--- config.mk ---
export PLATFORM = sky130hd
export DESIGN_NAME = raw_sensor_row_unpacker_unit
export DESIGN_NICKNAME = d
export VERILOG_FILES = /design/src/sv/rsru_pkg.sv /design/src/sv/raw_sensor_row_unpacker_unit.sv
export SDC_FILE = /design/constraint.sdc
export NUM_CORES = 1
export LEC_CHECK = 0
export ABC_AREA = 1
export CAP_MARGIN = 0
export CELL_PAD_IN_SITES_DETAIL_PLACEMENT = 1
export CELL_PAD_IN_SITES_GLOBAL_PLACEMENT = 2
export CORE_MARGIN = 1.5
export CORE_UTILIZATION = 43
export DETAILED_ROUTE_END_ITERATION = 16
export DONT_BUFFER_PORTS = 1
export GPL_TIMING_DRIVEN = 0
export PLACE_DENSITY_LB_ADDON = 0.1
export SYNTH_ARGS = -nofsm -noshare
export SYNTH_HDL_FRONTEND = slang
export SYNTH_SLANG_ARGS = --single-unit
--- constraint.sdc ---
create_clock -name clock -period 12.06 [get_ports clock]
set_input_delay 0.603 -clock clock [delete_from_list [all_inputs] [get_ports clock]]
set_output_delay 0.603 -clock clock [all_outputs]
set_load 0.02 [all_outputs]
--- src/sv/rsru_pkg.sv ---
// Package for the raw sensor row unpacker: widths, mode codes, register indexes
// and small byte-assembly helper functions.
// No dependencies.
`default_nettype none

package rsru_pkg;

   localparam int MAX_ROW_SAMPLES = 8192;
   localparam int MAX_ROW_BYTES   = 16384;

   localparam int MODE_W    = 3;
   localparam int RBYTES_W  = 15;
   localparam int RSAMP_W   = 14;
   localparam int SHIFT_W   = 4;
   localparam int CSR_IDX_W = 3;
   localparam int CSR_DATA_W = 15;
   localparam int PIXEL_W   = 16;
   localparam int COLUMN_W  = 13;
   localparam int GROUP_DEPTH = 12;
   localparam int BATCH_DEPTH = 8;

   typedef logic [MODE_W-1:0]    mode_type;
   typedef logic [CSR_IDX_W-1:0] csr_idx_type;

   localparam mode_type MODE_BE12      = 3'd0;
   localparam mode_type MODE_SHUF12    = 3'd1;
   localparam mode_type MODE_PACK10    = 3'd2;
   localparam mode_type MODE_BE16      = 3'd3;
   localparam mode_type MODE_LE16      = 3'd4;
   localparam mode_type MODE_LE12_PAD  = 3'd5;

   localparam csr_idx_type CSR_UNPACK_MODE = 3'd0;
   localparam csr_idx_type CSR_ROW_BYTES   = 3'd1;
   localparam csr_idx_type CSR_ROW_SAMPLES = 3'd2;
   localparam csr_idx_type CSR_RIGHT_SHIFT = 3'd3;

   // bytes per group; zero for unused modes
   function automatic logic [4:0] group_len(input mode_type m);
      logic [4:0] r;
      case (m)
         MODE_BE12:     r = 5'd3;
         MODE_SHUF12:   r = 5'd12;
         MODE_PACK10:   r = 5'd5;
         MODE_BE16:     r = 5'd2;
         MODE_LE16:     r = 5'd2;
         MODE_LE12_PAD: r = 5'd16;
         default:       r = 5'd0;
      endcase
      return r;
   endfunction

   // samples produced by a completed group; per completed triple in the padded mode
   function automatic logic [3:0] group_samples(input mode_type m);
      logic [3:0] r;
      case (m)
         MODE_BE12:     r = 4'd2;
         MODE_SHUF12:   r = 4'd8;
         MODE_PACK10:   r = 4'd4;
         MODE_BE16:     r = 4'd1;
         MODE_LE16:     r = 4'd1;
         MODE_LE12_PAD: r = 4'd2;
         default:       r = 4'd0;
      endcase
      return r;
   endfunction

   // byte slot within a triple for the padded little-endian mode
   function automatic logic [3:0] mod3(input logic [3:0] v);
      logic [3:0] r;
      case (v)
         4'd0, 4'd3, 4'd6, 4'd9,  4'd12, 4'd15: r = 4'd0;
         4'd1, 4'd4, 4'd7, 4'd10, 4'd13:        r = 4'd1;
         default:                               r = 4'd2;
      endcase
      return r;
   endfunction

   function automatic logic [11:0] hi12(input logic [7:0] a, input logic [7:0] b);
      return {a, b[7:4]};
   endfunction

   function automatic logic [11:0] lo12(input logic [7:0] a, input logic [7:0] b);
      return {a[3:0], b};
   endfunction

endpackage

`default_nettype wire

--- src/sv/raw_sensor_row_unpacker_unit.sv ---
// Top level of the raw sensor row unpacker: byte grouping, sample assembly and an
// eight-entry result batch draining one sample per unstalled cycle. Uses rsru_pkg.
`default_nettype none

// One raw byte is accepted per cycle unless req_stall is high. The byte that
// completes a group turns it into up to eight samples in the same cycle; they
// are loaded into a batch register and leave on the rsp channel one per cycle
// unless rsp_stall is high, so a completing byte waits only until an earlier
// batch hands over its final sample. Bytes that complete no group are never
// held up by the result side. In the steady state every mode averages at most
// one sample per byte, so without rsp_stall the sustained rate is one byte per
// cycle. The rsp_last flag closes the samples of one byte; rsp_row_end marks
// the last kept sample of a row. Configuration must be written only while the
// block is idle (not enforced); writing unpack_mode restarts the current group.
module raw_sensor_row_unpacker_unit (
   input  wire logic                           clock,
   input  wire logic                           reset,
   input  wire logic                           req_valid,
   output      logic                           req_stall,
   input  wire logic [7:0]                     req_raw_byte,
   output      logic                           rsp_valid,
   input  wire logic                           rsp_stall,
   output      logic [rsru_pkg::PIXEL_W-1:0]   rsp_pixel,
   output      logic [rsru_pkg::COLUMN_W-1:0]  rsp_column,
   output      logic                           rsp_row_end,
   output      logic                           rsp_last,
   input  wire logic                           csr_wr_en,
   input  wire logic [rsru_pkg::CSR_IDX_W-1:0] csr_index,
   input  wire logic [rsru_pkg::CSR_DATA_W-1:0] csr_wr_data
);
   import rsru_pkg::*;

   // configuration
   mode_type              mode_ff;
   logic [RBYTES_W-1:0]   row_bytes_ff;
   logic [RSAMP_W-1:0]    row_samples_ff;
   logic [SHIFT_W-1:0]    right_shift_ff;

   // row state
   logic [RBYTES_W-1:0]   byte_pos_ff,  byte_pos_in;
   logic [RSAMP_W-1:0]    samp_pos_ff,  samp_pos_in;
   logic [3:0]            grp_idx_ff,   grp_idx_in;
   logic [7:0]            grp_ff [GROUP_DEPTH];
   logic [7:0]            grp_in [GROUP_DEPTH];

   // result batch
   logic [PIXEL_W-1:0]    bpix_ff  [BATCH_DEPTH];
   logic [COLUMN_W-1:0]   bcol_ff  [BATCH_DEPTH];
   logic                  bend_ff  [BATCH_DEPTH];
   logic [3:0]            bcnt_ff, bcnt_in;
   logic [2:0]            bidx_ff, bidx_in;

   logic [4:0]            glen;
   logic [3:0]            gsamp;
   logic                  mode_on;
   logic [4:0]            gi_norm;
   logic [4:0]            gi_next;
   logic [3:0]            gi_after;
   logic                  grp_done;
   logic [RSAMP_W-1:0]    rs_eff;
   logic [RBYTES_W:0]     rb_eff;
   logic                  row_last;
   logic [RSAMP_W-1:0]    rs_left;
   logic                  will_emit;
   logic [3:0]            emit_cnt;
   logic [11:0]           p12 [BATCH_DEPTH];
   logic [15:0]           word16;
   logic [PIXEL_W-1:0]    samp   [BATCH_DEPTH];
   logic [RSAMP_W-1:0]    col_full [BATCH_DEPTH];
   logic                  end_flag [BATCH_DEPTH];
   logic                  pop, pop_last, batch_free, accept, load;

   always_comb begin
      glen    = group_len(mode_ff);
      gsamp   = group_samples(mode_ff);
      mode_on = (glen != 5'd0);
      gi_norm = ({1'b0, grp_idx_ff} >= glen) ? 5'd0 : {1'b0, grp_idx_ff};
      gi_next = gi_norm + 5'd1;
      gi_after = (gi_next >= glen) ? 4'd0 : gi_next[3:0];

      case (mode_ff)
         MODE_BE12:     grp_done = (gi_next == 5'd3);
         MODE_SHUF12:   grp_done = (gi_next == 5'd12);
         MODE_PACK10:   grp_done = (gi_next == 5'd5);
         MODE_BE16:     grp_done = (gi_next == 5'd2);
         MODE_LE16:     grp_done = (gi_next == 5'd2);
         MODE_LE12_PAD: grp_done = (gi_next == 5'd3) || (gi_next == 5'd6) ||
                                   (gi_next == 5'd9) || (gi_next == 5'd12) ||
                                   (gi_next == 5'd15);
         default:       grp_done = 1'b0;
      endcase

      rs_eff = (row_samples_ff > RSAMP_W'(MAX_ROW_SAMPLES)) ?
               RSAMP_W'(MAX_ROW_SAMPLES) : row_samples_ff;
      if (row_bytes_ff == '0)
         rb_eff = (RBYTES_W+1)'(1);
      else if (row_bytes_ff > RBYTES_W'(MAX_ROW_BYTES))
         rb_eff = (RBYTES_W+1)'(MAX_ROW_BYTES);
      else
         rb_eff = {1'b0, row_bytes_ff};
      row_last = ({1'b0, byte_pos_ff} + (RBYTES_W+1)'(1)) >= rb_eff;

      rs_left   = rs_eff - samp_pos_ff;
      will_emit = mode_on && grp_done && (samp_pos_ff < rs_eff);
      if (!will_emit)
         emit_cnt = 4'd0;
      else if (rs_left >= RSAMP_W'(gsamp))
         emit_cnt = gsamp;
      else
         emit_cnt = rs_left[3:0];

      // group bytes with the incoming byte in place
      for (int i = 0; i < GROUP_DEPTH; i++)
         grp_in[i] = grp_ff[i];
      if (mode_ff == MODE_LE12_PAD) begin
         if (gi_norm < 5'd15)
            grp_in[mod3(gi_norm[3:0])] = req_raw_byte;
      end else if (mode_on && gi_norm < 5'd12) begin
         grp_in[gi_norm[3:0]] = req_raw_byte;
      end

      for (int i = 0; i < BATCH_DEPTH; i++)
         p12[i] = '0;
      word16 = '0;
      case (mode_ff)
         MODE_BE12: begin
            p12[0] = hi12(grp_in[0], grp_in[1]);
            p12[1] = lo12(grp_in[1], grp_in[2]);
         end
         MODE_SHUF12: begin
            p12[0] = hi12(grp_in[3],  grp_in[2]);
            p12[1] = lo12(grp_in[2],  grp_in[1]);
            p12[2] = hi12(grp_in[0],  grp_in[7]);
            p12[3] = lo12(grp_in[7],  grp_in[6]);
            p12[4] = hi12(grp_in[5],  grp_in[4]);
            p12[5] = lo12(grp_in[4],  grp_in[11]);
            p12[6] = hi12(grp_in[10], grp_in[9]);
            p12[7] = lo12(grp_in[9],  grp_in[8]);
         end
         MODE_PACK10: begin
            p12[0] = {grp_in[0],      grp_in[1][7:6], 2'b00};
            p12[1] = {grp_in[1][5:0], grp_in[2][7:4], 2'b00};
            p12[2] = {grp_in[2][3:0], grp_in[3][7:2], 2'b00};
            p12[3] = {grp_in[3][1:0], grp_in[4],      2'b00};
         end
         MODE_BE16: word16 = {grp_in[0], grp_in[1]} >> right_shift_ff;
         MODE_LE16: word16 = {grp_in[1], grp_in[0]} >> right_shift_ff;
         MODE_LE12_PAD: begin
            p12[0] = lo12(grp_in[1], grp_in[0]);
            p12[1] = hi12(grp_in[2], grp_in[1]);
         end
         default: ;
      endcase

      for (int i = 0; i < BATCH_DEPTH; i++) begin
         samp[i]     = {4'b0000, p12[i]};
         col_full[i] = samp_pos_ff + RSAMP_W'(i);
         end_flag[i] = (col_full[i] + RSAMP_W'(1)) == rs_eff;
      end
      if (mode_ff == MODE_BE16 || mode_ff == MODE_LE16)
         samp[0] = word16;
   end

   // handshake
   always_comb begin
      rsp_valid  = (bcnt_ff != 4'd0);
      pop        = rsp_valid && !rsp_stall;
      pop_last   = pop && (({1'b0, bidx_ff} + 4'd1) == bcnt_ff);
      batch_free = (bcnt_ff == 4'd0) || pop_last;
      req_stall  = will_emit && !batch_free;
      accept     = req_valid && !req_stall;
      load       = accept && will_emit;

      rsp_pixel   = bpix_ff[bidx_ff];
      rsp_column  = bcol_ff[bidx_ff];
      rsp_row_end = bend_ff[bidx_ff];
      rsp_last    = (({1'b0, bidx_ff} + 4'd1) == bcnt_ff);

      if (load) begin
         bcnt_in = emit_cnt;
         bidx_in = '0;
      end else if (pop_last) begin
         bcnt_in = '0;
         bidx_in = '0;
      end else if (pop) begin
         bcnt_in = bcnt_ff;
         bidx_in = bidx_ff + 3'd1;
      end else begin
         bcnt_in = bcnt_ff;
         bidx_in = bidx_ff;
      end

      if (row_last) begin
         byte_pos_in = '0;
         samp_pos_in = '0;
         grp_idx_in  = '0;
      end else begin
         byte_pos_in = byte_pos_ff + RBYTES_W'(1);
         samp_pos_in = samp_pos_ff + RSAMP_W'(emit_cnt);
         grp_idx_in  = mode_on ? gi_after : grp_idx_ff;
      end
   end

   always_ff @(posedge clock) begin
      if (reset) begin
         mode_ff        <= MODE_BE12;
         row_bytes_ff   <= RBYTES_W'(1);
         row_samples_ff <= RSAMP_W'(1);
         right_shift_ff <= '0;
         byte_pos_ff    <= '0;
         samp_pos_ff    <= '0;
         grp_idx_ff     <= '0;
         bcnt_ff        <= '0;
         bidx_ff        <= '0;
      end else begin
         bcnt_ff <= bcnt_in;
         bidx_ff <= bidx_in;
         if (accept) begin
            byte_pos_ff <= byte_pos_in;
            samp_pos_ff <= samp_pos_in;
            grp_idx_ff  <= grp_idx_in;
         end
         if (csr_wr_en) begin
            case (csr_index)
               CSR_UNPACK_MODE: begin
                  mode_ff    <= csr_wr_data[MODE_W-1:0];
                  grp_idx_ff <= '0;
               end
               CSR_ROW_BYTES:   row_bytes_ff   <= csr_wr_data[RBYTES_W-1:0];
               CSR_ROW_SAMPLES: row_samples_ff <= csr_wr_data[RSAMP_W-1:0];
               CSR_RIGHT_SHIFT: right_shift_ff <= csr_wr_data[SHIFT_W-1:0];
               default: ;
            endcase
         end
      end
   end

   // payload storage, no reset
   always_ff @(posedge clock) begin
      if (accept) begin
         for (int i = 0; i < GROUP_DEPTH; i++)
            grp_ff[i] <= grp_in[i];
      end
      if (load) begin
         for (int i = 0; i < BATCH_DEPTH; i++) begin
            bpix_ff[i] <= samp[i];
            bcol_ff[i] <= col_full[i][COLUMN_W-1:0];
            bend_ff[i] <= end_flag[i];
         end
      end
   end

endmodule

`default_nettype wire

==> impl_metrics.py <==
metrics = {
    "die": {
        "dieHeight_um": 240.0,
        "rows": 86,
        "dieArea_um2": 57600,
        "ios": 64,
        "coreArea_um2": 55310,
        "start_util_pct": 43.67,
        "chipWidth_um": 240.0,
    },
    "sta": {
        "tightestPinTransition_ns": 1.199,
        "final.period_utilization_pct": 54.67,
        "finalSetupTns_ns": 0,
        "finClkSkew_ns": 0.01993,
        "grt_setup_unrepaired": "false",
        "max_freq_ghz": 0.1517,
        "slew_violations": 0,
        "finalHoldViolations": 0,
        "fin_hold_ws_ns": 0.1431,
        "finalCriticalPeriod_ns": 6.593,
        "setup_viol_count_final": 0,
        "relSlewSlack_pct": 20.09,
    },
    "routing": {
        "ant_nets": 0,
        "wl_per_cell_um": 25.08,
        "first_iter_violations": 1731,
        "drt_drc_violations_left": 0,
        "drt-pass1-iter-count": 5,
        "vias_per_cell": 5.777,
        "drt_wl_total_mm": 95.90,
        "via_count": 22087,
    },
    "logic_synthesis": {
        "synth_edf_count": 298,
        "synth_top_cell_by_area": "edfxtp_1",
        "yosys_warnings": 0,
        "synthArstFlopShare_pct": 0,
        "synth_nets": 3091,
        "syn_area_per_cell_um2": 8.064,
        "synth_seq_cells": 377,
        "syn_inst": 2995,
        "synth_cell_types": 62,
        "synth_area_leaders": "edfxtp_1 (37%), nand2_1 (7.5%), dfxtp_1 (6.5%), xor2_1 (6.3%), nor2_1 (5.8%)",
        "synthFlopType": "edfxtp_1",
        "syn-cell-area_um2": 24150,
        "synth_seq_area_share_pct": 43.60,
        "synth_top_area_share_pct": 37.05,
    },
    "global_routing": {
        "grt.overflow.total": 0,
        "antenna_found_initial": 4,
        "grt_usage_pct": 33.27,
        "grt_pass1_vias": 22538,
        "grt_max_degree": 107,
        "grt_pass1_wl_mm": 142.1,
    },
    "placement": {
        "hpwl_mm": 74.20,
        "io_buffers": 0,
        "place_congestion": 0.9925,
    },
    "clock_tree": {
        "ctsResizeCount": 0,
        "ctsHoldBuffers": 0,
        "root_buffer": "clkbuf_16",
        "cts_sinks": 377,
        "tritoncts": "built",
        "cts_made_buffers": 45,
        "clk_latency_ns": 0.59,
        "cts.clk_slew.worst_paths_ns": 0.06,
        "htree_levels": 2,
        "cts_setup_buffers": 0,
        "clock_path_buffers": 3,
    },
    "worst_setup_path": {
        "worstReg2RegEnd": "samp_pos_ff[9]$_SDFFE_PP0P_",
        "r2r-start": "mode_ff[0]$_SDFFE_PP0P_",
        "crit_arrival_ns": 7.11,
        "worst-path-max-fanout": 12,
        "crit_path_start": "mode_ff[0]$_SDFFE_PP0P_",
        "cpPeakStageDelay_ns": 0.55,
        "r2r_slack_ns": 5.47,
        "cp.required_ns": 12.58,
        "r2r_cells": 32,
        "startpoint_type": "flop",
        "cp_slowest_cell": "nor2_1",
        "crit_path_end_kind": "flop",
        "crit_path_end": "samp_pos_ff[9]$_SDFFE_PP0P_",
        "criticalPathCategory": "reg2reg",
        "path_common_cell": "nand2_1",
    },
    "run": {
        "cap_viol_max_count": 0,
    },
    "cells_and_area": {
        "nNetsFinal": 3139,
        "layout-drive-gt1-share_pct": 7.057,
        "diodes": 0,
        "layout_common_cells": "nand2_1 (482), nor2_1 (376), inv_1 (304)",
        "syn_to_final_growth_pct": 9.827,
        "final_common_cell": "nand2_1",
    },
    "pwr": {
        "peakVddDrop_v": 0.00009445,
        "p_leak_nw": 10.65,
        "powerDensity_nw_per_um2": 121.2,
    },
    "min_path": {
        "min_path_type": "in2reg",
        "worstHoldStart": "csr_wr_data[0]",
    },
    "status": {
        "status": "finished clean",
    },
}
==> metrics by stage <==
step                power, mW  std cells  setup slack (ns)  util [%]  cell area [um2]
global route            3.309       3823             4.960     47.96            26530
global placement        1.893       3743             1.005     45.36            25090
CTS                     3.221       3823             5.548     47.96            26530
floorplan               1.759       2995             4.220         -            24150
detailed placement      1.903       3744             5.586     45.42            25120
finish                  3.214       3823             5.467     47.96            26530
==> cells in the mapped netlist, drive strengths merged (2+ instances only) <==
master	instances
a211oi	49
a21boi	2
a21oi	174
a22o	4
a31oi	26
a32oi	3
buf	36
clkbuf	94
clkinv	14
dfxtp	79
edfxtp	298
fa	2
ha	63
inv	323
mux2i	8
nand2	500
nand3	250
nand3b	2
nand4	44
nor2	390
nor3	35
nor4	20
o2111ai	5
o211ai	5
o21a	4
o21ai	260
o221ai	2
o22ai	29
o31ai	4
or2	51
xnor2	37
xor2	175
==> routing by layer <==
metal | wire [um] | global-route usage (%) | share of wire (%)
met2 | 45950 | 56.32 | 48
met3 | 4926 | 3.559 | 5.1
met5 | 0 | 0 | 0
met4 | 3981 | 13.42 | 4.2
met1 | 41040 | 43.41 | 43
==> sequential cells by signal, summed over array words and instances (netlist names), named ones only <==
register	cells
bcnt_ff	4
bcol_ff	94
bend_ff	8
bidx_ff	3
bpix_ff	100
byte_pos_ff	15
grp_ff	96
grp_idx_ff	4
mode_ff	3
right_shift_ff	4
row_bytes_ff	15
row_samples_ff	14
samp_pos_ff	14
==> cell type report <==
type                    count  area [um2]
multi-input cells        2151       11760
fillers                  6789       28780
clock inverters            23       202.7
well taps                 748       935.9
flip-flops and latches    377       10530
repair buffers              1       27.53
clock buffers              56        1200
inverters                 337        1277
plain buffers             130       595.6
==> critical path, delay by kind of cell (launching register included) <==
kind | cells | cell delay (ns)
adders and majority gates | 3 | 1.17
and+or+nand+nor | 15 | 2.26
buffers and inverters | 7 | 1.39
DFF | 1 | 0.41
AOI/OAI and AO/OA | 6 | 1.11
xor gates and xnor gates | 1 | 0.16
==> how the worst min path moves through the flow <==
stage | cells after the start | endpoint | slack (ns)
after floorplan | 0 | bcol_ff[0][10]$_DFFE_PP_ | 0.40
after global placement | 2 | byte_pos_ff[7]$_SDFFE_PP0P_ | 0.47
after detailed placement | 2 | byte_pos_ff[8]$_SDFFE_PP0P_ | 0.48
after CTS | 2 | row_bytes_ff[0]$_SDFFE_PP1P_ | 0.12
after global routing | 2 | row_bytes_ff[0]$_SDFFE_PP1P_ | 0.14
final | 2 | row_bytes_ff[0]$_SDFFE_PP1P_ | 0.14
==> cells by family (layout without fill, tap and decap cells) <==
| group | after synthesis | count (layout) | synth area share [%] |
|---|---|---|---|
| and+or+nand+nor | 1294 | 1294 | 23.92 |
| AOI/OAI and AO/OA | 572 | 572 | 13.28 |
| buffers and inverters | 467 | 547 | 7.724 |
| DFF | 377 | 377 | 43.60 |
| xor gates and xnor gates | 212 | 212 | 7.719 |
| adders and majority gates | 65 | 65 | 3.430 |
| muxes | 8 | 8 | 0.3316 |
==> power by group <==
group | leakage (nW) | switching, mW | internal, mW
combinational | 6.71 | 0.310 | 0.119
sequential | 3.26 | 0.0148 | 1.44
clock | 0.686 | 0.577 | 0.751
(Power assumes the default switching activity.)
